[src/rtl/core/hse_pkg.sv]
// hse_pkg: shared constants and command codes for the hash set engine
// no dependencies; imported by every module of the engine

package hse_pkg;

    localparam int CFG_W            = 7;
    localparam logic [CFG_W-1:0] CFG_RESET = 7'd64;

    localparam int KEY_BITS         = 32;
    localparam int CMD_W            = 2;

    localparam int DEF_MAX_BUCKETS  = 64;
    localparam int DEF_BUCKET_SLOTS = 8;
    localparam int QUEUE_DEPTH      = 2;

    localparam int S_TDATA_W        = 40;
    localparam int M_TDATA_W        = 8;

    localparam logic [CMD_W-1:0] CMD_ADD      = 2'd0;
    localparam logic [CMD_W-1:0] CMD_REMOVE   = 2'd1;
    localparam logic [CMD_W-1:0] CMD_CONTAINS = 2'd2;

endpackage

[src/rtl/core/hse_front.sv]
// hse_front: accepts items and works out the bucket by restoring division
// one quotient bit a cycle; depends on hse_pkg

module hse_front import hse_pkg::*; #(
    parameter int MAX_BUCKETS = DEF_MAX_BUCKETS,
    localparam int BUCKET_W = (MAX_BUCKETS > 1) ? $clog2(MAX_BUCKETS) : 1
) (
    input  logic                aclk,
    input  logic                aresetn,
    input  logic [CFG_W-1:0]    divisor,
    input  logic                hold,
    input  logic                in_valid,
    output logic                in_ready,
    input  logic [CMD_W-1:0]    in_cmd,
    input  logic [KEY_BITS-1:0] in_key,
    output logic                out_valid,
    input  logic                out_ready,
    output logic [CMD_W-1:0]    out_cmd,
    output logic [KEY_BITS-1:0] out_key,
    output logic [BUCKET_W-1:0] out_bucket
);

    localparam int CNT_W = $clog2(KEY_BITS);

    typedef enum logic [1:0] {
        F_IDLE,
        F_DIV,
        F_PUSH
    } front_state_t;

    front_state_t        state_reg, state_next;
    logic [CNT_W-1:0]    cnt_reg, cnt_next;
    logic [CFG_W-1:0]    rem_reg, rem_next;
    logic [CFG_W-1:0]    div_reg, div_next;
    logic [KEY_BITS-1:0] shift_reg, shift_next;
    logic [KEY_BITS-1:0] key_reg, key_next;
    logic [CMD_W-1:0]    cmd_reg, cmd_next;
    logic [CFG_W:0]      trial;

    assign in_ready   = (state_reg == F_IDLE) && !hold;
    assign out_valid  = (state_reg == F_PUSH);
    assign out_cmd    = cmd_reg;
    assign out_key    = key_reg;
    assign out_bucket = BUCKET_W'(rem_reg);

    assign trial = {rem_reg, shift_reg[KEY_BITS-1]};

    always_comb begin
        state_next = state_reg;
        cnt_next   = cnt_reg;
        rem_next   = rem_reg;
        div_next   = div_reg;
        shift_next = shift_reg;
        key_next   = key_reg;
        cmd_next   = cmd_reg;
        case (state_reg)
            F_IDLE: begin
                if (in_valid && in_ready) begin
                    key_next   = in_key;
                    cmd_next   = in_cmd;
                    shift_next = in_key;
                    div_next   = divisor;
                    rem_next   = '0;
                    cnt_next   = '0;
                    state_next = F_DIV;
                end
            end
            F_DIV: begin
                if (trial >= {1'b0, div_reg}) begin
                    rem_next = CFG_W'(trial - {1'b0, div_reg});
                end else begin
                    rem_next = trial[CFG_W-1:0];
                end
                shift_next = {shift_reg[KEY_BITS-2:0], 1'b0};
                cnt_next   = cnt_reg + 1'b1;
                if (cnt_reg == CNT_W'(KEY_BITS - 1)) begin
                    state_next = F_PUSH;
                end
            end
            F_PUSH: begin
                if (out_ready) begin
                    state_next = F_IDLE;
                end
            end
            default: begin
                state_next = F_IDLE;
            end
        endcase
    end

    always_ff @(posedge aclk) begin
        if (!aresetn) begin
            state_reg <= F_IDLE;
        end else begin
            state_reg <= state_next;
            cnt_reg   <= cnt_next;
            rem_reg   <= rem_next;
            div_reg   <= div_next;
            shift_reg <= shift_next;
            key_reg   <= key_next;
            cmd_reg   <= cmd_next;
        end
    end

endmodule

[config.mk]
export PLATFORM = sky130hd
export DESIGN_NAME = hse_front
export DESIGN_NICKNAME = d
export VERILOG_FILES = /design/src/rtl/core/hse_pkg.sv /design/src/rtl/core/hse_front.sv
export SDC_FILE = /design/constraint.sdc
export NUM_CORES = 1
export LEC_CHECK = 0
export ABC_CLOCK_PERIOD_IN_PS = 5100
export BUFFER_PORTS_ARGS = -buffer_cell sky130_fd_sc_hd__buf_2
export CORE_MARGIN = 2
export CORE_UTILIZATION = 31
export DETAILED_ROUTE_END_ITERATION = 6
export SYNTH_ARGS = -nofsm -noshare
export SYNTH_HDL_FRONTEND = slang
export SYNTH_SLANG_ARGS = --single-unit
[constraint.sdc]
create_clock -name aclk -period 5.1 [get_ports aclk]
set_input_delay 0.765 -clock aclk [delete_from_list [all_inputs] [get_ports aclk]]
set_output_delay 0.765 -clock aclk [all_outputs]
set_load 0.01 [all_outputs]
* After elaboration in Yosys (flattened, before gate mapping)
Index checks and enable logic that the tools add are counted.
Cells by class: order comparisons 1, multiplexer cells 11, add/subtract/negate cells 2, reductions and logical operators 8, eq/ne operators 6
Operators with widths (count):
- 32-bit one-hot mux with 2 select lines | 1
- 32-bit 2-to-1 mux | 1
- 7-bit 2-to-1 mux | 2
- 7-bit one-hot mux with 2 select lines | 1
- 5-bit one-hot mux with 2 select lines | 1
- 3-bit AND reduction | 3
- 8-bit by 7-bit greater-or-equal comparator with 1-bit output | 1
- 7-bit subtractor | 1
- 2-bit 2-to-1 mux | 3
- 2-bit one-hot mux with 3 select lines | 1
- 5-bit by 1-bit adder with 5-bit output, second input constant | 1
- 5-bit equality test, second input constant | 1
- 5-bit 2-to-1 mux | 1
- 2-bit by 1-bit != test with 1-bit output, second input constant | 2
- 2-bit by 1-bit equality test with 1-bit output, second input constant | 1
- 2-bit equality test, second input constant | 1
- 1-bit logical AND | 2
- 2-bit logical NOT | 1
- 2-bit != test, second input constant | 1
- 2-bit nonzero test | 1
- 1-bit logical NOT | 1
Storage, ports and cells: register bits 87, input port bits 46, output and inout port bits 42

* Logic depth before layout (Yosys ltp)
Gate-level depths: netlist of the first run.
depth after elaboration 5, gate-level depth with buffers 10, gate-level depth less buffers 9

* Worst setup path after synthesis of the first run
No wires, ideal clock.
path type input port to flip-flop, start point in hold, end point reg cnt_reg[0] (enable), setup slack 2.479 ns, library setup time 0.402 ns, arrival time 2.219 ns, cell stages on the path 3, path through nor3_1 > nand3_1 > nand2_1
Between the ends: longest elaborated chain between the ends 5
RTL lines:
- from (decl) | line hse_front.sv:11 | input logic hold,
- 1-bit logical NOT | line hse_front.sv:40 | assign in_ready = (state_reg == F_IDLE) && !hold;
- 1-bit logical AND | line hse_front.sv:40
- 1-bit logical AND | line hse_front.sv:58 | if (in_valid && in_ready) begin
- 2-bit by 1-bit != test with 1-bit output (no source line)
- 3-bit AND reduction (no source line)
- to (signal assigned) | line hse_front.sv:96 | cnt_reg <= cnt_next;
- to (decl) | line hse_front.sv:32 | logic [CNT_W-1:0] cnt_reg, cnt_next;
Every way passes these cells. A chain may end at the register's enable or synchronous reset.

* Worst setup path in the final report of the first run
start point reg shift_reg[31], end point reg rem_reg[6], data pin
Between the ends: longest elaborated chain between the ends 3
RTL lines:
- from (decl) | line hse_front.sv:35 | logic [KEY_BITS-1:0] shift_reg, shift_next;
- from (signal assigned) | line hse_front.sv:99 | shift_reg <= shift_next;
- 7-bit subtractor or 8-bit by 7-bit greater-or-equal comparator with 1-bit output (tied branches) | line hse_front.sv:70, hse_front.sv:69
- 7-bit 2-to-1 mux * | line hse_front.sv:69 | if (trial >= {1'b0, div_reg}) begin
- 7-bit one-hot mux with 2 select lines * | line hse_front.sv:56 | case (state_reg)
- to (signal assigned) | line hse_front.sv:97 | rem_reg <= rem_next;
- to (decl) | line hse_front.sv:33 | logic [CFG_W-1:0] rem_reg, rem_next;
Mark *: on every way between the ends. The rest lies on a longest branch, timed or not.

==> results of run 1 <==
==> layout by cell type (no fill, tap or decap), types with 2 or more instances in the layout <==
cell type / netlist / routed
edfxtp_1: 85 / 85
a21oi_1: 5 / 5
clkinv_2: 0 / 2
xor2_1: 2 / 2
inv_1: 13 / 12
nor2_1: 11 / 11
and2_1: 3 / 3
nor3b_1: 3 / 3
dfxtp_1: 2 / 2
nand3_1: 2 / 2
o21ai_0: 6 / 6
mux2i_1: 3 / 3
ha_1: 9 / 9
a211oi_1: 2 / 2
nor2b_1: 6 / 5
xnor2_1: 2 / 2
buf_2: 0 / 87
bufinv_16: 0 / 3
nand2_1: 96 / 95
clkbuf_16: 0 / 9
==> where the power goes <==
part / internal [mW] / total [mW] / switching [mW]
sequential: 0.833 / 0.845 / 0.0118
combinational: 0.0572 / 0.149 / 0.0918
clock: 0.475 / 0.729 / 0.255
==> kinds of logic after synthesis <==
family	after synthesis	share of synthesized area (%)
adder cells (fa/ha/maj)	10	3.653
buffers and inverters	29	3.825
flip-flops	87	71.40
AO/OA/AOI/OAI	20	3.653
multiplexers	4	1.137
AND/OR/NAND/NOR	131	15.37
XOR/XNOR	4	0.9650
==> layer usage <==
| metal | track usage, % | up-vias | part of all wire [%] |
|---|---|---|---|
| met1 | 13.69 | 1080 | 43 |
| li1 | - | 1143 | - |
| met4 | 4.228 | 0 | 1.6 |
| met2 | 19.64 | 53 | 50 |
| met5 | 0 | - | 0 |
| met3 | 4.050 | 14 | 5.3 |
==> per-stage QoR <==
| stage | instance area, µm² | setup slack, ns |
|---|---|---|
| after floorplan | 3631 | 2.479 |
| after global placement | 4170 | 2.567 |
| after detailed placement | 4170 | 2.522 |
| after CTS | 4507 | 2.503 |
| after global routing | 4507 | 2.268 |
| final | 4507 | 2.486 |
==> worst min path at each step <==
| stage | startpoint | end | slack (ns) | depth (start not counted) |
|---|---|---|---|---|
| after global routing | shift_reg[12] | shift_reg[13] | 0.52 | 2 |
| after floorplan | shift_reg[9] | shift_reg[10] | 0.48 | 2 |
| after CTS | shift_reg[12] | shift_reg[13] | 0.51 | 2 |
| after global placement | shift_reg[22] | shift_reg[23] | 0.49 | 2 |
| final | shift_reg[24] | shift_reg[25] | 0.51 | 2 |
| after detailed placement | shift_reg[12] | shift_reg[13] | 0.49 | 2 |
==> critical path: cells and delay by family, from the launching register on <==
family,cells,cell delay (ns)
buffers and inverters,2,0.13
AOI/OAI and AO/OA,4,1.02
adders and majority gates,2,0.58
DFF,1,0.38
and+or+nand+nor,1,0.34
==> cell type report <==
type / instances / area, µm²
Timing Repair Buffer: 88 / 442.9
Clock inverter: 7 / 111.4
Multi-Input combinational cell: 169 / 907.1
Tap cell: 143 / 178.9
Sequential cell: 87 / 2592
Inverter: 13 / 48.80
Fill cell: 1133 / 6912
Clock buffer: 9 / 225.2
==> results.txt, run 1 <==
Net count, final: 424
CTS tree: built
CP dominant cell by count: inv_1
worst vdd ir: 0.1673 mV
status: completed
GRT overflow: 0
worst skew pair latency: 0.33 ns
RSZ-0062 raised after global routing: no
I/O Buffers: 87
Yosys reg bits: 87
cells resized by post-CTS repair: 0
most frequent cell after synthesis: nand2_1
Async SR Flop Fraction: 0%
via/cell ratio: 4.438
GRT Total Usage: 11.60%
Post-Route WL: 6.943 mm
max incr delay on CP: 0.48 ns
top cell type's share of synthesized area: 70.30%
Worst Hold Class: register to register
Antenna Cells: 0
Finished Layout Cells: 516
total die area: 0.01259 mm²
Fin Hold WS: 0.5062 ns
Cells after Synth: 285
Die Wd: 112.2 µm
Post-synth EDFFs: 85
worst-margin pin slew: 1.071 ns
reg-to-reg endpoint: rem_reg[6]
deepest clock path buffer count: 2
fmax: 382.6 MHz
Clock transition at path regs: 0.06 ns
clk root buf: clkbuf_16
Ys Warns: 0
Yosys top cell by area: edfxtp_1
HPWL Detailed: 4.593 mm
worst path required time: 5.26 ns
overall power: 1.723 mW
Clock Skew: 0.003255 ns
Final ANT Viol Nets: 0
utilization after layout: 39.47%
Seq/Total Area, Yosys: 71.40%
final count of pins violating max slew: 0
DRT iter0 DRCs: 96
area grow syn2layout: 24.12%
initial core utilization: 31.80%
synthesized area: 0.003631 mm²
max-cap violations: 0
Synth cell types: 37
Setup TNS: 0 ns
type of origin of the critical path: register
largest cells by area after synthesis: edfxtp_1 (70%), nand2_1 (9.9%), ha_1 (3.1%), inv_1 (1.3%), buf_4 (1.2%)
R2R setup slack: 2.49 ns
first-pass GRT wire length: 11.50 mm
pin count of the biggest net entering global routing: 45
slowest stage cell, crit path: a311o_1
leakage power: 1.882 nW
dpl cells: 500
Fin. Hold Viols: 0
share of cells above drive strength 1: 29.49%
crit path DAT: 2.77 ns
post-CTS setup buffer count: 0
Core ar.: 0.01142 mm²
# setup viols final: 0
Max FO, Critical Path: 11
syn nets: 341
Pwr per Cell Area: 382.4 mW/mm²
Slew headroom: 28.33%
Period minus WS final: 2.614 ns
Ports: 88
initial antenna violation count: 0
GP Congestion: 0.8517
vias in the first global route: 2383
DRC: 0
Tcrit/Tclk final: 51.25%
crit path launch: shift_reg[31]
r2r startpoint: shift_reg[31]
Avg WL per Cell: 13.46 µm
Syn Area/Cell: 12.74 µm²
most common library cells after synthesis: nand2_1 (96), edfxtp_1 (85), inv_1 (13), nor2_1 (11)
H-tree depth: 3
hold buffers post-CTS: 0
Num CTS Buffers: 9
Worst Setup EP: rem_reg[6]
vias: 2290
Top FF cell, synth: edfxtp_1
Worst setup EP type: register
Rows: 39
number of iterations in the first detailed-routing pass: 5
cells along the critical path: inv_1 -> ha_1 -> inv_1 -> fa_1 -> a211oi_2 -> o211ai_1 -> a311o_1 -> or2_2 -> a21oi_1
Die H: 112.2 µm
clock sink total: 87
R2R cell count: 9
CP Class: register to register
(Power assumes the default switching activity.)
==> run 2, diff against run 1 <==
- ABC_CLOCK_PERIOD_IN_PS: 5100 -> 2600
- clock period: 5.1 -> 2.6 ns (I/O delays scaled with it)
==> results.txt, run 2 (synthesized netlist as in run 1, its figures left out) <==
status: completed
GRT overflow: 0
Die H: 112.2 µm
commonest cells after routing, fill and taps aside: nand2_1 (95), buf_2 (87), edfxtp_1 (85)
worst-margin pin slew: 0.8802 ns
Post-Route WL: 7.345 mm
type of origin of the critical path: register
clock sink total: 87
worst path required time: 2.66 ns
max-cap violations: 0
Antenna Cells: 0
top layer in use: met4
hold buffers post-CTS: 0
Multi-input gate area: 934.6 µm²
CP dominant cell by count: inv_1
cells along the critical path: inv_1 -> ha_1 -> inv_1 -> fa_2 -> a211oi_4 -> o211ai_1 -> buf_4 -> a311o_1 -> o21ai_0 -> a21oi_2
FILL cells: 1137
vias in the first global route: 2413
Slew headroom: 41.32%
Period minus WS final: 2.535 ns
met2 wire length: 3.628 mm
first-pass GRT wire length: 11.90 mm
initial core utilization: 31.80%
pin count of the biggest net entering global routing: 43
Fin. Hold Viols: 0
DP Area: 0.004205 mm²
area grow syn2layout: 25.84%
Num CTS Buffers: 9
utilization after layout: 40.02%
H-tree depth: 3
DRT iter0 DRCs: 153
CP Class: register to register
Core ar.: 0.01142 mm²
final count of pins violating max slew: 0
Worst setup EP type: register
worst skew pair latency: 0.34 ns
number of iterations in the first detailed-routing pass: 4
overall power: 3.349 mW
Final ANT Viol Nets: 0
Clock Skew: 0.005990 ns
Avg WL per Cell: 14.04 µm
share of cells above drive strength 1: 31.05%
flip-flop and latch area: 0.002592 mm²
via/cell ratio: 4.528
DRC: 0
Detail Route met3 WL: 359 µm
# setup viols final: 0
total die area: 0.01259 mm²
design area: 0.004569 mm²
Worst Hold Class: input port to register
vias: 2368
Max FO, Critical Path: 5
Tcrit/Tclk final: 97.50%
Die Wd: 112.2 µm
crit path DAT: 2.60 ns
fmax: 394.5 MHz
Clock transition at path regs: 0.06 ns
HPWL Detailed: 4.850 mm
DRT met1 WL: 3.149 mm
Post-Place Setup Slack: -0.009273 ns
Rows: 39
deepest clock path buffer count: 2
Net count, final: 431
GP Congestion: 0.7661
slowest stage cell, crit path: edfxtp_1
Ports: 88
initial antenna violation count: 0
max incr delay on CP: 0.39 ns
CTS tree: built
Fin Hold WS: 0.2196 ns
clk root buf: clkbuf_16
most common cell after layout, fill and taps aside: nand2_1
GRT Total Usage: 12.38%
final worst slack: 0.06489 ns
I/O Buffers: 87
leakage power: 1.907 nW
worst vdd ir: 0.2822 mV
Pwr per Cell Area: 732.8 mW/mm²
run 2: cell types whose count changed in the layout (fill, tap and decap cells not counted), sizes merged:
| cell | previous run | this run |
|---|---|---|
| buf | 88 | 94 |
| bufinv | 3 | 2 |
| clkbuf | 9 | 10 |
| a311o | 1 | 2 |
run 2: timing repair:
| action | CTS | global route |
|---|---|---|
| pin swaps | 0 | 5 |
| setup buffers | 0 | 3 |
| setup endpoints to repair | 1 | 6 |
| gates cloned | 0 | 1 |
| resized for setup | 1 | 4 |
run 2: worst max-delay path: cells and delay by family (launching register included):
kind	cells	cell delay, ns
compound gates	5	1.03
buf+inv	3	0.30
flops	1	0.39
fa+ha+maj	2	0.54
run 2: final cells by class:
| cell class | count | area share, % |
|---|---|---|
| clock buffers | 10 | 5.011 |
| flip-flops and latches | 87 | 56.74 |
| clock inverters | 6 | 1.862 |
| inverters | 13 | 1.068 |
| repair buffers | 94 | 10.95 |
| well taps | 143 | 3.916 |
| multi-input cells | 170 | 20.45 |
run 2: worst paths after layout:
path	from	end	slack [ns]	cells past startpoint
setup / recovery	shift_reg[31]	rem_reg[6]	0.06	10
hold / removal	divisor[3]	div_reg[3]	0.22	1
setup reg to reg	shift_reg[31]	rem_reg[6]	0.06	10
hold reg to reg	shift_reg[2]	shift_reg[3]	0.51	2
run 2: power by group:
part / switching, mW / internal (mW) / leakage, nW
logic: 0.188 / 0.127 / 0.952
registers: 0.0238 / 1.63 / 0.804
clock network: 0.539 / 0.839 / 0.150
total: 0.751 / 2.60 / 1.91
run 2: metrics by stage:
stage | cells | TNS [ns]
2_1_floorplan | 285 | 0
4_1_cts | 519 | 0
6_report | 523 | 0
3_3_place_gp | 503 | 0
5_1_grt | 523 | -0.3109
3_5_place_dp | 503 | -0.009273
run 2: routing by layer:
layer  vias up  track usage (%)
met1      1132            14.20
met4         0            7.073
met3        16            3.996
met2        56            20.44
met5         -                0
li1       1164                -
