===== config.mk =====
export PLATFORM = sky130hd
export DESIGN_NAME = hse_queue
export DESIGN_NICKNAME = d
export VERILOG_FILES = /design/src/rtl/core/hse_pkg.sv /design/src/rtl/core/hse_queue.sv
export SDC_FILE = /design/constraint.sdc
export NUM_CORES = 1
export LEC_CHECK = 0
export BUFFER_PORTS_ARGS = -buffer_cell sky130_fd_sc_hd__clkbuf_2
export CORE_MARGIN = 2
export CORE_UTILIZATION = 30
export CTS_BUF_LIST = sky130_fd_sc_hd__clkbuf_16
export DETAILED_ROUTE_END_ITERATION = 16
export SLEW_MARGIN = 20
export SYNTH_ARGS = -nofsm -noshare
export SYNTH_HDL_FRONTEND = slang
export SYNTH_SLANG_ARGS = --single-unit

===== constraint.sdc =====
create_clock -name aclk -period 2 [get_ports aclk]
set_clock_uncertainty 0.1 [all_clocks]
set_input_delay 0.4 -clock aclk [delete_from_list [all_inputs] [get_ports aclk]]
set_output_delay 0.4 -clock aclk [all_outputs]
set_load 0.01 [all_outputs]

===== src/rtl/core/hse_pkg.sv =====
// hse_pkg: shared constants and command codes for the hash set engine
// no dependencies; imported by every module of the engine

package hse_pkg;

    localparam int CFG_W            = 7;
    localparam logic [CFG_W-1:0] CFG_RESET = 7'd64;

    localparam int KEY_BITS         = 32;
    localparam int CMD_W            = 2;

    localparam int DEF_MAX_BUCKETS  = 64;
    localparam int DEF_BUCKET_SLOTS = 8;
    localparam int QUEUE_DEPTH      = 2;

    localparam int S_TDATA_W        = 40;
    localparam int M_TDATA_W        = 8;

    localparam logic [CMD_W-1:0] CMD_ADD      = 2'd0;
    localparam logic [CMD_W-1:0] CMD_REMOVE   = 2'd1;
    localparam logic [CMD_W-1:0] CMD_CONTAINS = 2'd2;

endpackage


===== src/rtl/core/hse_queue.sv =====
// hse_queue: short first-in first-out queue between front and back
// generic width; depends on hse_pkg for the default depth

module hse_queue import hse_pkg::*; #(
    parameter int WIDTH = 8,
    parameter int DEPTH = QUEUE_DEPTH
) (
    input  logic             aclk,
    input  logic             aresetn,
    input  logic             push_valid,
    output logic             push_ready,
    input  logic [WIDTH-1:0] push_data,
    output logic             pop_valid,
    input  logic             pop_ready,
    output logic [WIDTH-1:0] pop_data
);

    localparam int PTR_W = (DEPTH > 1) ? $clog2(DEPTH) : 1;
    localparam int CNT_W = $clog2(DEPTH + 1);

    logic [WIDTH-1:0] entry_reg [DEPTH];
    logic [PTR_W-1:0] wr_ptr_reg, wr_ptr_next;
    logic [PTR_W-1:0] rd_ptr_reg, rd_ptr_next;
    logic [CNT_W-1:0] count_reg, count_next;
    logic             do_push, do_pop;

    assign push_ready = (count_reg != CNT_W'(DEPTH));
    assign pop_valid  = (count_reg != '0);
    assign pop_data   = entry_reg[rd_ptr_reg];
    assign do_push    = push_valid && push_ready;
    assign do_pop     = pop_valid && pop_ready;

    always_comb begin
        wr_ptr_next = wr_ptr_reg;
        rd_ptr_next = rd_ptr_reg;
        count_next  = count_reg;
        if (do_push) begin
            wr_ptr_next = (wr_ptr_reg == PTR_W'(DEPTH - 1)) ? '0 : wr_ptr_reg + 1'b1;
        end
        if (do_pop) begin
            rd_ptr_next = (rd_ptr_reg == PTR_W'(DEPTH - 1)) ? '0 : rd_ptr_reg + 1'b1;
        end
        if (do_push && !do_pop) begin
            count_next = count_reg + 1'b1;
        end else if (do_pop && !do_push) begin
            count_next = count_reg - 1'b1;
        end
    end

    always_ff @(posedge aclk) begin
        if (!aresetn) begin
            wr_ptr_reg <= '0;
            rd_ptr_reg <= '0;
            count_reg  <= '0;
        end else begin
            wr_ptr_reg <= wr_ptr_next;
            rd_ptr_reg <= rd_ptr_next;
            count_reg  <= count_next;
        end
    end

    always_ff @(posedge aclk) begin
        if (do_push) begin
            entry_reg[wr_ptr_reg] <= push_data;
        end
    end

endmodule


* After elaboration in Yosys (flattened, before gate mapping) *
Memory sizes are Yosys's and may differ from the RTL's. A register that Yosys moved wholly into a read port is not among the register bits.
Cells that the tools add are included.

word-level totals
  bits in writable memories = 16
  bits of input ports = 12
  memories kept = 1
  word-level logic and storage cells = 25
  bits in registers = 4
  output and inout port bits = 10

memories
  memory     words  bits a word  read ports  clocked after memory_dff  wr ports  RTL line         source
  entry_reg  2      8            1           1                         1         hse_queue.sv:21  logic [WIDTH-1:0] entry_reg [DEPTH];

cells by class
  reductions and logical operators = 8
  $add $sub $neg = 4
  equality and inequality tests = 1
  mux-type cells = 8

operators with widths
  operator                                                            count
  1-bit two-way mux                                                   6
  1-bit logical AND                                                   4
  2-bit two-way mux                                                   2
  2-bit nonzero test                                                  2
  1-bit adder, second input constant                                  2
  2-bit by 1-bit adder with 2-bit output, second input constant       1
  1-bit logical NOT                                                   2
  2-bit != test, second input constant                                1
  2-bit by 1-bit subtractor with 2-bit output, second input constant  1

* Depth between registers and ports, before layout *
Gate-level depths: netlist of the first run.

  depth in word-level cells = 6
  gate-level depth with buffers = 6

* Worst setup path before layout of the first run *
OpenSTA, ideal clock, no wires.

  path kind = reg2reg
  start point = reg count_reg[0]
  end point = reg count_reg[1]
  cell stages (with the launch flop) = 6
  path slack = 0.401 ns
  period minus slack after synthesis = 1.599 ns
  data arrival time = 1.429 ns
  path buffers = 0
  setup time = 0.070 ns
  path through = dfxtp_1 -> nand2b_4 -> and2_1 -> ha_1 -> or3_1 -> a21oi_1

on the way
  word-level cells in the longest chain between the ends = 5
  elaborated cells on any way between the ends = 13

RTL lines
  element                              RTL line         source
  start: declaration                   hse_queue.sv:24  logic [CNT_W-1:0] count_reg, count_next;
  start signal: assignment             hse_queue.sv:58  count_reg <= count_next;
  2-bit != test *                      hse_queue.sv:27  assign push_ready = (count_reg != CNT_W'(DEPTH));
  net push_ready                       hse_queue.sv:11  output logic push_ready,
  1-bit logical AND *                  hse_queue.sv:30  assign do_push = push_valid && push_ready;
  1-bit logical NOT                    hse_queue.sv:45  end else if (do_pop && !do_push) begin
  1-bit logical AND                    hse_queue.sv:45
  2-bit nonzero test (no source line)  n/a

Mark *: on every way through the listed nets, which the timed path passes. The rest lies on a longest branch. The select of a mux whose other input is x is not followed.
A chain may end at the register's enable or synchronous reset.

==> impl_summary.log, run 1 <==
[metrics] result of the run: complete, no violations
[metrics] Total Die Area: 3130 um^2
[metrics] nature of the critical path endpoint: output port
[metrics] Max Fclk: 553 MHz
[metrics] Power Dens Cells: 1330 nW/um^2
[metrics] actual transition at the worst max-transition pin: 384 ps
[metrics] share of post-route cells with drive strength above 1: 48.6%
[metrics] area taken by multi-input logic gates: 216 um^2
[metrics] number of library cell types mapped by synthesis: 17
[metrics] combinational family with the most area after synthesis: multiplexers
[metrics] minimum clock period after layout: 1810 ps
[metrics] leading cell type by number of instances after synthesis: sky130_fd_sc_hd__edfxtp_1
[metrics] Reg clk slew, reported paths: 50 ps
[metrics] IO Pins: 22
[metrics] Die Ht: 55.9 um
[metrics] DRC violations left: 0
[metrics] XOR/XNOR Fraction of Synth Area: 3.25%
[metrics] type of the worst min-delay path: in2reg
[metrics] vias in the first global route: 464
[metrics] weighted congestion at the end of routability-driven global placement: 0.628
[metrics] primary flip-flop cell chosen by synthesis mapping: sky130_fd_sc_hd__edfxtp_1
[metrics] final-report setup violation count: 0
[metrics] startpoint types: flip-flop
[metrics] post-CTS repair timing setup buffer count: 0
[metrics] fraction of the mapped netlist area in adder cells: 1.55%
[metrics] number of synthesized register bits: 21
[metrics] post-detailed-routing wire length: 1220 um
[metrics] number of optimization iterations in the first detailed-route pass: 2
[metrics] Pleak: 0.418 nW
[metrics] endpoint of the most critical register-to-register path: count_reg[1]
[metrics] total clock buffers created by CTS: 3
[metrics] TritonCTS clock tree: yes
[metrics] vias per cell: 4.49
[metrics] synthesized netlist net count: 63
[metrics] termination of the worst setup path: pop_data[6]
[metrics] Die X: 55.9 um
[metrics] reported max-cap violation count: 0
[metrics] sequential cell area fraction in the yosys report: 71.7%
[metrics] vias after detailed routing: 467
[metrics] std cell rows: 18
[metrics] area share of the leading cell type in the synthesized netlist: 59.4%
[metrics] setup slack of the most critical reg-to-reg path: 320 ps
[metrics] cell total after placement: 100
[metrics] Largest register FFs: 16
[metrics] post-cts gate resize count: 0
[metrics] count of hold buffers inserted by post-cts repair: 0
[metrics] count of flip-flops with a built-in enable after synthesis: 16
[metrics] slew margin rel.: 74.4%
[metrics] final max-slew violation count: 0
[metrics] multiplexer area fraction after synthesis: 11.1%
[metrics] Clock Root Buffer: sky130_fd_sc_hd__clkbuf_16
[metrics] count of cells along the worst register-to-register path: 5
[metrics] post-route insts no fill: 104
[metrics] RSZ-0062 raised after global routing: false
[metrics] mapped cell area: 810 um^2
[metrics] fin crit share: 90.4%
[metrics] data arrival time at the worst-slack endpoint: 1310 ps
[metrics] drt initial violations: 1
[metrics] Final ANT Viol Nets: 0
[metrics] clk sinks: 21
[metrics] Synth Area in Compound Gates: 3.71%
[metrics] first-pass GRT wire length: 2030 um
[metrics] cell count after synthesis: 50
[metrics] core area: 2520 um^2
[metrics] WS Path Type: reg2out
[metrics] Synth area leader: sky130_fd_sc_hd__edfxtp_1
[metrics] critical register-to-register path startpoint: count_reg[0]
[metrics] worst-skew pair later-pin latency: 250 ps
[metrics] Tot GR Track Use: 8.35%
[metrics] count of filler cells inserted in the layout: 251
[metrics] Nets: 88
[metrics] Fin Setup TNS: 0 ps
[metrics] Peak VDD IR: 0.000812 V
[metrics] biggest area contributors in the synthesized netlist: sky130_fd_sc_hd__edfxtp_1 (59%), sky130_fd_sc_hd__dfxtp_1 (12%), sky130_fd_sc_hd__mux2_2 (11%)
[metrics] endpoint required time on the critical path: 1500 ps
[metrics] Port Buffer Count: 21
[metrics] buffer levels on the longest clock path: 2
[metrics] Yosys warning count: 0
[metrics] Fin. Hold Viols: 0
[metrics] share of async-settable or async-resettable flops after synthesis: 0%
[metrics] effective utilization at floorplan: 32.1%
[metrics] Final HPWL DP: 886 um
[metrics] global-route congestion overflow total: 0
[metrics] number of antenna violations at the first check in global routing: 0
[metrics] average wire length per cell after detail routing: 11.7 um
[metrics] H-tree levels: 1
[metrics] Avg Cell Area, Syn: 16.2 um^2
[metrics] pin count of the biggest net entering global routing: 13
[metrics] simple-gate portion of the synthesized area: 7.11%
[metrics] area added between synthesis and finish: 26.9%
[metrics] register area: 581 um^2
[metrics] antenna cell count: 0
[metrics] worst-path fanout max: 8
[metrics] most common library cells after synthesis: sky130_fd_sc_hd__edfxtp_1 (16), sky130_fd_sc_hd__mux2_2 (8), sky130_fd_sc_hd__dfxtp_1 (5), sky130_fd_sc_hd__nor2_1 (3), sky130_fd_sc_hd__xor2_1 (3)
[where the power goes]
| part | internal (W) | switching [W] | total, W |
|---|---|---|---|
| Combinational | 0.000181 | 0.000168 | 0.000349 |
| Sequential | 0.000555 | 0.0000588 | 0.000613 |
| Clock | 0.000268 | 0.000139 | 0.000407 |
[metrics by stage]
| step | hold WS (ps) | setup slack [ps] | power (W) | utilization (%) | area (um^2) |
|---|---|---|---|---|---|
| finish | 242 | 192 | 0.00137 | 40.7 | 1030 |
| global route | 244 | 120 | 0.00145 | 40.7 | 1030 |
| CTS | 240 | 153 | 0.00139 | 40.7 | 1030 |
| detailed placement | 403 | 334 | 0.000977 | 37.5 | 947 |
| global placement | 397 | 380 | 0.000966 | 37.5 | 947 |
| floorplan | 372 | 401 | 0.000858 | - | 810 |
[worst max-delay path, stage by stage (launching register included)]
cell and delay [ps]:
sky130_fd_sc_hd__dfxtp_1 540, sky130_fd_sc_hd__mux2_2 390, sky130_fd_sc_hd__clkbuf_2 130
[metal layers]
metal  GRT usage, %  up-vias  share of wire [%]
met5              0        -                  0
met4           2.04        0                  0
met3           3.95        0                8.4
met2           13.3       16                 46
met1           10.3      219                 45
li1               -      232                  -
[worst min-delay path by stage]
stage | startpoint | end | cells past startpoint
2_1_floorplan | rd_ptr_reg | flip-flop | 2
3_3_place_gp | rd_ptr_reg | rd_ptr_reg | 2
3_5_place_dp | rd_ptr_reg | flip-flop | 2
4_1_cts | push_data[7] | entry_reg[0][7] | 1
5_1_grt | push_data[1] | entry_reg[0][1] | 1
6_report | push_data[2] | entry_reg[0][2] | 1
[cells in the final DEF, fill, tap and decap left out, types with 2 or more instances in the layout]
cell type                    n
sky130_fd_sc_hd__inv_1       2
sky130_fd_sc_hd__a21oi_1     2
sky130_fd_sc_hd__clkbuf_2   21
sky130_fd_sc_hd__clkbuf_16   3
sky130_fd_sc_hd__o21ai_0     2
sky130_fd_sc_hd__xor2_1      3
sky130_fd_sc_hd__edfxtp_1   16
sky130_fd_sc_hd__mux2_2      8
sky130_fd_sc_hd__dfxtp_1     5
sky130_fd_sc_hd__nor2_1      3
[cell type report]
type	instances	area share [%]
flip-flops and latches	21	56.5
multi-input cells	26	21.1
repair buffers	21	10.2
clock buffers	3	7.31
well taps	30	3.65
inverters	2	0.731
clock inverters	1	0.487
[cells by family after synthesis]
logic type / Yosys count
AOI/OAI and AO/OA: 5
xor gates and xnor gates: 3
adders and majority gates: 1
buffers and inverters: 3
DFF: 21
muxes: 8
and+or+nand+nor: 9
Note: power is estimated with default switching activity, not from simulation.
==> run 2, diff against run 1 <==
--- a/config.mk
+++ b/config.mk
@@ -5,11 +5,11 @@
 export SDC_FILE = /design/constraint.sdc
 export NUM_CORES = 1
 export LEC_CHECK = 0
-export BUFFER_PORTS_ARGS = -buffer_cell sky130_fd_sc_hd__clkbuf_2
 export CORE_MARGIN = 2
 export CORE_UTILIZATION = 30
 export CTS_BUF_LIST = sky130_fd_sc_hd__clkbuf_16
 export DETAILED_ROUTE_END_ITERATION = 16
+export DONT_BUFFER_PORTS = 1
 export SLEW_MARGIN = 20
 export SYNTH_ARGS = -nofsm -noshare
 export SYNTH_HDL_FRONTEND = slang
==> impl_summary.log, run 2 (synthesis gave the netlist of run 1 again) <==
[metrics] result of the run: complete, no violations
[metrics] core area: 2520 um^2
[metrics] Finished Cell Area: 922 um^2
[metrics] sequence of cells on the critical path: mux2_2
[metrics] Peak VDD IR: 0.000555 V
[metrics] final total power: 0.00130 W
[metrics] type of the worst min-delay path: in2reg
[metrics] number of antenna violations at the first check in global routing: 0
[metrics] minimum clock period after layout: 1710 ps
[metrics] Pleak: 0.331 nW
[metrics] effective utilization at floorplan: 32.1%
[metrics] vias per cell: 4.66
[metrics] count of filler cells inserted in the layout: 251
[metrics] kind of cell adding the most delay to the critical path: flip-flops
[metrics] Reg clk slew, reported paths: 60 ps
[metrics] RSZ-0062 raised after global routing: false
[metrics] buffer levels on the longest clock path: 2
[metrics] Die Ht: 55.9 um
[metrics] Largest register FFs: 16
[metrics] number of optimization iterations in the first detailed-route pass: 3
[metrics] post-detailed-routing wire length: 1170 um
[metrics] DRC violations left: 0
[metrics] first-pass GRT wire length: 1950 um
[metrics] worst-path fanout max: 8
[metrics] WS Path Type: reg2out
[metrics] H-tree levels: 1
[metrics] actual transition at the worst max-transition pin: 397 ps
[metrics] final max-slew violation count: 0
[metrics] Buf+Inv Stages, Crit Path: 0
[metrics] Clock Root Buffer: sky130_fd_sc_hd__clkbuf_16
[metrics] antenna cell count: 0
[metrics] reported max-cap violation count: 0
[metrics] fin crit share: 85.7%
[metrics] Power Dens Cells: 1410 nW/um^2
[metrics] Port Buffer Count: 0
[metrics] Fin Setup TNS: 0 ps
[metrics] most frequent standard cell in the layout excluding fill and tap cells: sky130_fd_sc_hd__edfxtp_1
[metrics] post-route insts no fill: 83
[metrics] vias after detailed routing: 387
[metrics] Tot GR Track Use: 8.57%
[metrics] std cell rows: 18
[metrics] commonest non-fill, non-tap cells in the layout: sky130_fd_sc_hd__edfxtp_1 (16), sky130_fd_sc_hd__mux2_2 (8), sky130_fd_sc_hd__dfxtp_1 (5)
[metrics] Die X: 55.9 um
[metrics] global-route congestion overflow total: 0
[metrics] Max Fclk: 583 MHz
[metrics] worst-skew pair later-pin latency: 250 ps
[metrics] Nets: 67
[metrics] Final ANT Viol Nets: 0
[metrics] Total Die Area: 3130 um^2
[metrics] Fin. Hold Viols: 0
[metrics] area post-placement: 842 um^2
[metrics] data arrival time at the worst-slack endpoint: 1210 ps
[metrics] area added between synthesis and finish: 13.9%
[metrics] IO Pins: 22
[metrics] endpoint required time on the critical path: 1500 ps
[metrics] post-CTS repair timing setup buffer count: 0
[metrics] CP max stage delay: 550 ps
[metrics] total clock buffers created by CTS: 3
[metrics] drt initial violations: 10
[metrics] vias in the first global route: 420
[metrics] post-cts gate resize count: 0
[metrics] TritonCTS clock tree: yes
[metrics] final design utilization: 36.6%
[metrics] slew margin rel.: 73.6%
[metrics] pin count of the biggest net entering global routing: 13
[metrics] cell total after placement: 79
[metrics] final-report setup violation count: 0
[metrics] share of post-route cells with drive strength above 1: 28.3%
[metrics] clk sinks: 21
[metrics] nature of the critical path endpoint: output port
[metrics] master of the slowest instance on the critical path: sky130_fd_sc_hd__dfxtp_1
[metrics] count of hold buffers inserted by post-cts repair: 0
[metrics] startpoint types: flip-flop
[metrics] weighted congestion at the end of routability-driven global placement: 0.639
[metrics] average wire length per cell after detail routing: 14.1 um
## run 2: changes by cell type in the layout (fill, tap and decap cells not counted), sizes merged
cell    change
clkbuf     -21
## run 2: area by class of cell
cell class,count,area [um^2],share of cell area [%]
inverter,2,7.51,0.814
clock buffer,3,75.1,8.14
sequential,21,581,63.0
clock inverter,1,5.00,0.543
multi-input combinational,26,216,23.5
tap,30,37.5,4.07
## run 2: worst paths after layout
path	start	end	slack (ps)	cells after the start
setup / recovery	flip-flop	pop_data[6]	290	1
setup reg to reg	count_reg[0]	count_reg[1]	310	5
hold reg to reg	rd_ptr_reg	flip-flop	410	2
hold / removal	push_data[2]	entry_reg[0][2]	150	0
## run 2: report_power, final
group	internal, W	leakage, nW	switching [W]
Combinational	0.000132	0.0996	0.000146
Sequential	0.000555	0.191	0.0000602
Clock	0.000268	0.0409	0.000139
Total	0.000954	0.331	0.000345
## run 2: per-layer routing
layer  share of wire, %  global-route usage [%]
met1                 38                    9.20
met3                 11                    5.12
met4                1.5                    5.10
met2                 49                    12.9
met5                  0                       0
## run 2: stage by stage
stage	hold slack [ps]	setup WS, ps
final	146	286
after global routing	137	209
after CTS	141	247
after detailed placement	384	313
after global placement	385	376
after floorplan	372	401
==> run 3, diff against run 2 <==
--- a/config.mk
+++ b/config.mk
@@ -5,11 +5,13 @@
 export SDC_FILE = /design/constraint.sdc
 export NUM_CORES = 1
 export LEC_CHECK = 0
+export CORE_ASPECT_RATIO = 1.25
 export CORE_MARGIN = 2
 export CORE_UTILIZATION = 30
 export CTS_BUF_LIST = sky130_fd_sc_hd__clkbuf_16
 export DETAILED_ROUTE_END_ITERATION = 16
 export DONT_BUFFER_PORTS = 1
+export HOLD_SLACK_MARGIN = 0.08
 export SLEW_MARGIN = 20
 export SYNTH_ARGS = -nofsm -noshare
 export SYNTH_HDL_FRONTEND = slang
==> impl_summary.log, run 3 (synthesis gave the netlist of run 1 again) <==
[metrics] number of optimization iterations in the first detailed-route pass: 4
[metrics] nature of the critical path endpoint: flip-flop
[metrics] actual transition at the worst max-transition pin: 401 ps
[metrics] average wire length per cell after detail routing: 13.7 um
[metrics] type of the worst min-delay path: in2reg
[metrics] pin count of the biggest net entering global routing: 12
[metrics] Largest register FFs: 16
[metrics] area post-placement: 847 um^2
[metrics] post-place setup slack: 299 ps
[metrics] DRC violations left: 0
[metrics] IO Pins: 22
[metrics] reported max-cap violation count: 0
[metrics] critical register-to-register path startpoint: count_reg[0]
[metrics] most frequent standard cell in the layout excluding fill and tap cells: sky130_fd_sc_hd__edfxtp_1
[metrics] post-detailed-routing wire length: 1200 um
[metrics] master of the slowest instance on the critical path: sky130_fd_sc_hd__or3_1
[metrics] vias per cell: 4.32
[metrics] count of filler cells inserted in the layout: 265
[metrics] clk sinks: 21
[metrics] worst setup path start: count_reg[0]
[metrics] Final ANT Viol Nets: 0
[metrics] Die X: 50.5 um
[metrics] post-cts gate resize count: 0
[metrics] endpoint required time on the critical path: 2080 ps
[metrics] count of cells along the worst register-to-register path: 5
[metrics] total clock buffers created by CTS: 3
[metrics] weighted congestion at the end of routability-driven global placement: 0.602
[metrics] startpoint types: flip-flop
[metrics] H-tree levels: 1
[metrics] vias in the first global route: 415
[metrics] final-report setup violation count: 0
[metrics] Die Ht: 62.1 um
[metrics] slew margin rel.: 73.3%
[metrics] TritonCTS clock tree: yes
[metrics] cell total after placement: 83
[metrics] data arrival time at the worst-slack endpoint: 1790 ps
[metrics] result of the run: complete, no violations
[metrics] minimum clock period after layout: 1720 ps
[metrics] number of antenna violations at the first check in global routing: 0
[metrics] Peak VDD IR: 0.000746 V
[metrics] Fin Setup TNS: 0 ps
[metrics] Power Dens Cells: 1400 nW/um^2
[metrics] Final HPWL DP: 851 um
[metrics] final max-slew violation count: 0
[metrics] worst-path fanout max: 5
[metrics] Pleak: 0.333 nW
[metrics] Tot GR Track Use: 8.12%
[metrics] core area: 2630 um^2
[metrics] termination of the worst setup path: count_reg[1]
[metrics] Nets: 67
[metrics] vias after detailed routing: 376
[metrics] CP max stage delay: 380 ps
[metrics] global-route congestion overflow total: 0
[metrics] sequence of cells on the critical path: nand2b_4, and2_1, ha_1, or3_1, a21oi_1
[metrics] Total Die Area: 3130 um^2
[metrics] Port Buffer Count: 0
[metrics] buffer levels on the longest clock path: 2
[metrics] drt initial violations: 7
[metrics] std cell rows: 21
[metrics] first-pass GRT wire length: 1770 um
[metrics] antenna cell count: 0
[metrics] post-CTS repair timing setup buffer count: 0
[metrics] Clock Root Buffer: sky130_fd_sc_hd__clkbuf_16
[metrics] WS Path Type: reg2reg
[metrics] Finished Cell Area: 926 um^2
[metrics] share of post-route cells with drive strength above 1: 26.4%
[metrics] effective utilization at floorplan: 30.8%
[metrics] commonest non-fill, non-tap cells in the layout: sky130_fd_sc_hd__edfxtp_1 (16), sky130_fd_sc_hd__mux2_2 (8), sky130_fd_sc_hd__dfxtp_1 (5)
[metrics] Max Fclk: 582 MHz
[metrics] count of hold buffers inserted by post-cts repair: 0
[metrics] fin crit share: 85.9%
[metrics] final worst slack: 283 ps
[metrics] worst-skew pair later-pin latency: 240 ps
[metrics] Fin. Hold Viols: 0
[metrics] post-route insts no fill: 87
[metrics] endpoint of the most critical register-to-register path: count_reg[1]
[metrics] setup slack of the most critical reg-to-reg path: 280 ps
[metrics] Reg clk slew, reported paths: 50 ps
[metrics] area added between synthesis and finish: 14.4%
[metrics] RSZ-0062 raised after global routing: false
[run 3: cell count changes in the layout (fill, tap and decap cells not counted)]
cell,before,now
sky130_fd_sc_hd__clkinv_2,1,0
sky130_fd_sc_hd__inv_1,2,3
[run 3: report_power, final]
group          switching [W]  leakage (nW)  internal (W)
sequential         0.0000586         0.191      0.000555
combinational       0.000149        0.0996      0.000132
clock               0.000135        0.0423      0.000265
total               0.000343         0.333      0.000952
[run 3: cell type report]
cell class              instances  area, um^2  area share (%)
well taps                      34        42.5            4.59
flip-flops and latches         21         581            62.7
clock buffers                   3        75.1            8.11
clock inverters                 1        3.75           0.405
inverters                       2        7.51           0.811
multi-input cells              26         216            23.4
[run 3: worst min-delay path by stage]
stage | startpoint | end | slack, ps | cells past startpoint
after floorplan | rd_ptr_reg | flip-flop | 370 | 2
after global placement | rd_ptr_reg | rd_ptr_reg | 390 | 2
after detailed placement | rd_ptr_reg | flip-flop | 390 | 2
after CTS | push_data[6] | entry_reg[1][6] | 140 | 0
after global routing | push_data[3] | entry_reg[1][3] | 140 | 0
final | push_data[1] | entry_reg[1][1] | 150 | 0
[run 3: metal layers]
layer	part of all wire [%]	GRT usage (%)
met1	42	8.27
met2	44	13.2
met3	12	4.07
met4	0.92	5.79
met5	0	0
[run 3: per-stage QoR]
step | total power, W | hold slack (ps) | util (%)
after floorplan | 0.000858 | 372 | -
after global placement | 0.000897 | 387 | 32.2
after detailed placement | 0.000908 | 395 | 32.2
after CTS | 0.00131 | 144 | 35.2
after global routing | 0.00137 | 136 | 35.2
final | 0.00130 | 148 | 35.2
[run 3: critical path: cells and delay by family, from the launching register on]
kind | cells | cell delay (ps)
flops | 1 | 360
simple gates | 3 | 740
fa+ha+maj | 1 | 310
compound gates | 1 | 150
